`src/gpf_pkg.sv`:
```
// Shared types and constants of the gram presence filter.
// Used by the controller, the datapath and the top level; no dependencies.
package gpf_pkg;

  // Input item kinds
  localparam logic [1:0] KIND_BEGIN = 2'd0;
  localparam logic [1:0] KIND_BYTE  = 2'd1;
  localparam logic [1:0] KIND_QUERY = 2'd2;

  // Configuration register indexes
  localparam logic [1:0] REG_PATTERN_COUNT    = 2'd0;
  localparam logic [1:0] REG_MIN_PATTERNS     = 2'd1;
  localparam logic [1:0] REG_MAX_OBJECT_BYTES = 2'd2;

  // Register reset values
  localparam logic [31:0] PATTERN_COUNT_RESET    = 32'd0;
  localparam logic [31:0] MIN_PATTERNS_RESET     = 32'd140;
  localparam logic [47:0] MAX_OBJECT_BYTES_RESET = 48'd45416;

  localparam logic [31:0] DEFAULT_MIN_PATTERNS = 32'd140;
  localparam logic [31:0] HASH_MUL             = 32'd2654435761;
  localparam logic [7:0]  CASE_BIT             = 8'h20;
  localparam logic [15:0] GEN_LAST             = 16'hFFFF;

  // Commands from the controller to the datapath
  typedef struct packed {
    logic begin_obj;   // start a new object
    logic take_byte;   // slide the window by one data byte
    logic load_query;  // latch key and letter mask of a query
    logic mul;         // hash the current candidate word
    logic stamp;       // write the generation into the hashed slot
    logic next_comb;   // step to the next case combination
    logic clear_step;  // zero one slot of the table
    logic emit_one;    // deliver an unconditional admit
    logic emit_hit;    // deliver the lookup result
  } gpf_cmd_t;

  // Status from the datapath to the controller
  typedef struct packed {
    logic active;      // filter in use for the current object
    logic full;        // window holds three bytes
    logic admit;       // query answers 1 without a lookup
    logic wrap;        // begin item would wrap the generation
    logic hit;         // slot read holds the current generation
    logic last_comb;   // no case combination left
    logic clear_last;  // clearing pass at its final slot
  } gpf_status_t;

endpackage

```
`src/gpf_ctrl.sv`:
```
// Controller state machine of the gram presence filter.
// Depends on gpf_pkg for the command, status and kind codes.
module gpf_ctrl
  import gpf_pkg::*;
(
  input  logic        clk,
  input  logic        rst_n,
  input  logic        start,
  input  logic [1:0]  in_kind,
  input  gpf_status_t st,
  output gpf_cmd_t    cmd,
  output logic        busy
);

  localparam logic [2:0] S_CLEAR = 3'd0;
  localparam logic [2:0] S_IDLE  = 3'd1;
  localparam logic [2:0] S_SMUL  = 3'd2;
  localparam logic [2:0] S_STAMP = 3'd3;
  localparam logic [2:0] S_QMUL  = 3'd4;
  localparam logic [2:0] S_QRD   = 3'd5;
  localparam logic [2:0] S_QCMP  = 3'd6;

  logic [2:0] state_r;
  logic [2:0] state_nxt;

  assign busy = (state_r != S_IDLE);

  always_comb begin
    state_nxt = state_r;
    cmd       = '0;
    unique case (state_r)
      S_CLEAR: begin
        cmd.clear_step = 1'b1;
        if (st.clear_last) begin
          state_nxt = S_IDLE;
        end
      end
      S_IDLE: begin
        if (start) begin
          unique case (in_kind)
            KIND_BEGIN: begin
              cmd.begin_obj = 1'b1;
              if (st.wrap) begin
                state_nxt = S_CLEAR;
              end
            end
            KIND_BYTE: begin
              cmd.take_byte = 1'b1;
              if (st.active && st.full) begin
                state_nxt = S_SMUL;
              end
            end
            KIND_QUERY: begin
              if (st.admit) begin
                cmd.emit_one = 1'b1;
              end else begin
                cmd.load_query = 1'b1;
                state_nxt      = S_QMUL;
              end
            end
            default: begin
              // unused kind: drop
            end
          endcase
        end
      end
      S_SMUL: begin
        cmd.mul   = 1'b1;
        state_nxt = S_STAMP;
      end
      S_STAMP: begin
        cmd.stamp = 1'b1;
        state_nxt = S_IDLE;
      end
      S_QMUL: begin
        cmd.mul   = 1'b1;
        state_nxt = S_QRD;
      end
      S_QRD: begin
        state_nxt = S_QCMP;
      end
      S_QCMP: begin
        if (st.hit || st.last_comb) begin
          cmd.emit_hit = 1'b1;
          state_nxt    = S_IDLE;
        end else begin
          cmd.next_comb = 1'b1;
          state_nxt     = S_QMUL;
        end
      end
      default: begin
        state_nxt = S_IDLE;
      end
    endcase
  end

  always_ff @(posedge clk) begin
    if (!rst_n) begin
      state_r <= S_CLEAR;
    end else begin
      state_r <= state_nxt;
    end
  end

`ifndef SYNTHESIS
  a_no_accept_in_clear: assert property (@(posedge clk) disable iff (!rst_n)
    (state_r == S_CLEAR) |-> !(cmd.begin_obj || cmd.take_byte || cmd.load_query))
    else $error("item taken during clearing pass");

  a_single_emit: assert property (@(posedge clk) disable iff (!rst_n)
    !(cmd.emit_one && cmd.emit_hit))
    else $error("two results in one cycle");

  a_retry_combo: assert property (@(posedge clk) disable iff (!rst_n)
    (state_r == S_QCMP && !(st.hit || st.last_comb)) |=> (state_r == S_QMUL))
    else $error("missed case combination retry");
`endif

endmodule

```
`config.mk`:
```
export PLATFORM = sky130hd
export DESIGN_NAME = gpf_ctrl
export DESIGN_NICKNAME = d
export VERILOG_FILES = /design/src/gpf_pkg.sv /design/src/gpf_ctrl.sv
export SDC_FILE = /design/constraint.sdc
export NUM_CORES = 1
export LEC_CHECK = 0
export BUFFER_PORTS_ARGS = -buffer_cell sky130_fd_sc_hd__buf_2
export CORE_AREA = 2 2 39 41
export DETAILED_ROUTE_END_ITERATION = 10
export DIE_AREA = 0 0 41 43
export GPL_TIMING_DRIVEN = 0
export PLACE_DENSITY = 0.52
export SLEW_MARGIN = 20
export SYNTH_ARGS = -nofsm -noshare
export SYNTH_HDL_FRONTEND = slang
export SYNTH_SLANG_ARGS = --single-unit
```
`constraint.sdc`:
```
create_clock -name clk -period 1 [get_ports clk]
set_input_delay 0 -clock clk [delete_from_list [all_inputs] [get_ports clk]]
set_output_delay 0 -clock clk [all_outputs]
set_load 0.03 [all_outputs]
```
== After elaboration in Yosys (flattened, before gate mapping) ==
Cells that the tools add are included.
W data, S select, Z words.
Operators by class
  add/subtract/negate cells: 0
  magnitude comparators: 0
  bitwise logic cells: 0
  reductions and logical operators: 6
  eq/ne operators: 15
  mux-type cells: 25
  shift operators: 0
  div/mod/pow operators: 0
  multipliers: 0
Operators by type and width (number)
  $mux W3: 8
  $pmux W3 S6: 1
  $mux W1: 15
  $eq A3 B3 Y1 const B: 3
  $ne A3 B3 Y1 const B: 3
  $pmux W3 S3: 1
  $eq A3 B2 Y1 const B: 2
  $reduce_and A6 Y1: 1
  $ne A2 B2 Y1 const B: 2
  $ne A4 B1 Y1 const B: 1
  $eq A3 B1 Y1 const B: 1
  $logic_not A3 Y1: 1
  $ne A3 B1 Y1 const B: 1
  $eq A2 B1 Y1 const B: 1
  $eq A2 B2 Y1 const B: 1
  $logic_not A2 Y1: 1
  $reduce_or A2 Y1: 1
  $logic_and A1 B1 Y1: 1
  $logic_or A1 B1 Y1: 1
Word-level totals
  ROM bits: 0
  output and inout bits: 10
  memory bits (writable): 0
  memories kept: 0
  bits in registers: 3
  bits in latches: 0
  bits of input ports: 12

== Logic depth before layout (Yosys ltp) ==
  depth in word-level cells: 5
  gate-level depth with buffers: 5

== Worst setup path after synthesis ==
Ideal clock, no wire load.
  path kind: reg-to-output
  start: register state_r[1]
  end: output port cmd[8] in the netlist's numbering
  arrival: 1.388 ns
  data required time: 1.000 ns
  buffers on the path: 0
  setup slack: -0.388 ns
  stages on the path, launching flop included: 5
  path through: dfxtp_1 nand2b_2 nor2_4 inv_2 nor4b_2
RTL lines
  start, declared: RTL line gpf_ctrl.sv:23  | logic [2:0] state_r;
  start signal, assigned: RTL line gpf_ctrl.sv:101  | state_r <= state_nxt;
  end, declared: RTL line gpf_ctrl.sv:11  | output gpf_cmd_t cmd,

==> impl_metrics.csv <==
group,metric,value,unit
outcome,outcome,"complete, but fails checks",
outcome,violations,"setup timing",
sta,setup_viol,13,
global_route,grt_pass1_wl,1240,µm
global_route,grt_usage,0.100,
global_route,overflow,0,
synth,synthesis.nets,52,
drt,drt_pre_antenna_iters,4,
floorplan,pin_count,22,
cells_and_area,nNetsFinal,86,
sta,rsz0062_at_grt,"yes",
sta,tightest_slew,0.323,ns
synth,synth-simple-area-share,0.492,
min_path,worstHoldPathType,"in2reg",
drt,drc,0,
synth,ys_ff_latch,3,
setup_path,crit_required,1.00,ns
cells_and_area,nFillCells,140,
synth,synth_compound_area_frac,0.209,
drt,drt-vias-per-instance,4.45,
place,gp_congestion,0.631,
cells_and_area,synthToLayoutAreaGrowth,112,%
place,dpl_cell_area,489,µm²
flow_run,max_cap_viol_count,0,
clock_network,cts_max_path_buffers,2,
drt,antenna_left,0,
synth,synth_top_family_by_area,"simple AND/OR/NAND/NOR gates",
global_route,grt_max_degree,10,
cells_and_area,seqCellArea,68.8,µm²
sta,hold_viol_final,0,
setup_path,cp-end-kind,"output port",
cells_and_area,multi_input_area,314,µm²
clock_network,cts-root-buf,"clkbuf_4",
cells_and_area,layout_commonest_cell,"buf_4",
cells_and_area,layout_common_cells,"buf_4, buf_2, buf_6",
synth,yosys_warnings,0,
sta,period_needed,1.27,ns
drt,wire_per_inst,9.17,µm
place,place_ws,-0.165,ns
place,hpwl,588,µm
sta,setup_ws,-0.270,ns
setup_path,critPathKind,"reg2out",
cells_and_area,drive_gt1_frac,0.740,
setup_path,cp_max_fo,3,
cells_and_area,final_area,674,µm²
floorplan,die_w,41,µm
sta,clock.fmax,0.788,GHz
global_route,antenna_found_initial,0,
sta,finalCritPeriodShare,1.27,
power,p_leak,0.297,nW
power,p_per_area,873,nW/µm²
synth,syn_avg_cell_area,7.95,µm²
place,dp.cells,77,
global_route,first_global_vias,336,
sta,slew_headroom,0.784,
synth,synth_area,318,µm²
setup_path,cp-start-kind,"flop",
sta,slew_violations,0,
clock_network,clock_latency,0.23,ns
place,io_buffers,21,
cells_and_area,largestRegisters,"state_r (3)",
cells_and_area,diodes,0,
synth,synth_mux_area_frac,0,
cells_and_area,largest_reg_flops,3,
drt,drtIter0Drc,6,
drt,vias,396,
floorplan,die-area,1760,µm²
sta,hold_ws,0.0216,ns
synth,synth-xor-area-share,0.0276,
floorplan,num_rows,14,
power,vdd_drop_max,0.000456,V
synth,ys_types,26,
synth,netlist.top_cell.by_area,"dfxtp_1",
clock_network,cts_buffers,3,
clock_network,clkTransAtPathRegs,0.04,ns
cells_and_area,top_register,"state_r",
synth,synth_fa_ha_area_frac,0,
synth,netlist_instances,40,
synth,synth_seq_area_share,0.189,
clock_network,cts_max_level,1,
floorplan,die_y,43,µm
floorplan,initial_core_util,0.230,
floorplan,core_area,1380,µm²
synth,synth_area_leaders,"dfxtp_1, nor2_1, nor2_4",
sta,skew,0.00147,ns
synth,netlist.area_leader.share,0.189,
cells_and_area,final_cells,89,
clock_network,tritoncts,"done",
drt,routed_wl,816,µm
clock_network,cts_sinks,3,
setup_path,crit_arrival,1.27,ns
-- cell families (layout without fill, tap and decap cells) --
| group | Yosys count | after routing |
|---|---|---|
| AO/OA/AOI/OAI | 7 | 7 |
| XOR/XNOR | 1 | 1 |
| buffers and inverters | 5 | 38 |
| flip-flops | 3 | 3 |
| AND/OR/NAND/NOR | 24 | 24 |
-- path summary, 6_finish.rpt --
check	depth (start not counted)	slack, ns	endpoint	startpoint
setup / recovery	5	-0.27	cmd[8]	state_r[1]
hold reg to reg	3	0.69	state_r[0]	state_r[0]
hold / removal	3	0.02	state_r[2]	rst_n
setup reg to reg	4	-0.21	state_r[0]	state_r[2]
-- critical path: stages, from the launching register on --
cell	delay [ns]
dfxtp_4	0.33
nand2b_4	0.15
nor2_4	0.13
inv_4	0.05
nor4b_4	0.21
buf_6	0.16
-- cell type report --
type / count / area share
inverter: 4 / 0.0260
sequential: 3 / 0.102
multi-input combinational: 32 / 0.466
buffer: 1 / 0.0223
timing repair buffer: 29 / 0.315
clock buffer: 4 / 0.0390
tap: 16 / 0.0297
-- where the power goes --
part	internal, W	switching (W)	total [W]	leakage [nW]
sequential	0.000126	0.00000656	0.000132	0.0264
clock	0.000149	0.0000609	0.000210	0.0150
combinational	0.000118	0.000128	0.000247	0.256
total	0.000393	0.000196	0.000589	0.297
-- through the flow --
| step | setup TNS (ns) | power, W | utilization |
|---|---|---|---|
| after global routing | -3.19 | 0.000625 | 0.487 |
| after detailed placement | -0.673 | 0.000322 | 0.354 |
| after global placement | -0.668 | 0.000321 | 0.354 |
| after CTS | -2.44 | 0.000585 | 0.456 |
| after floorplan | -0.344 | 0.000264 | - |
| final | -2.51 | 0.000589 | 0.487 |
-- synth_stat cells (all sizes together) --
library cell	n
a2bb2oi	1
and2b	1
and2	1
nor2	8
buf	1
dfxtp	3
o41ai	1
o21ba	1
nor3	3
o21ai	1
nand2b	1
inv	4
o21a	1
nor4b	1
xnor2	1
and3	2
nand4b	1
a31oi	1
nand3	2
a21oi	1
nor2b	2
nand2	2
-- what timing repair did --
action,4_1_cts,5_1_grt
buffers inserted,4,4
hold buffers,0,0
gates resized for setup,25,3
pin swaps,2,2
endpoints found under the setup margin,12,13
-- metal layers --
layer / vias to the layer above / GRT usage / wire length, µm / part of all wire
met5: - / 0 / 0 / 0
met4: 0 / 0.0400 / 0 / 0
met3: 0 / 0.0366 / 71 / 0.087
met2: 20 / 0.166 / 427 / 0.52
met1: 170 / 0.109 / 318 / 0.39
li1: 206 / - / - / -
No activity file was read; power rests on OpenSTA's default activity.
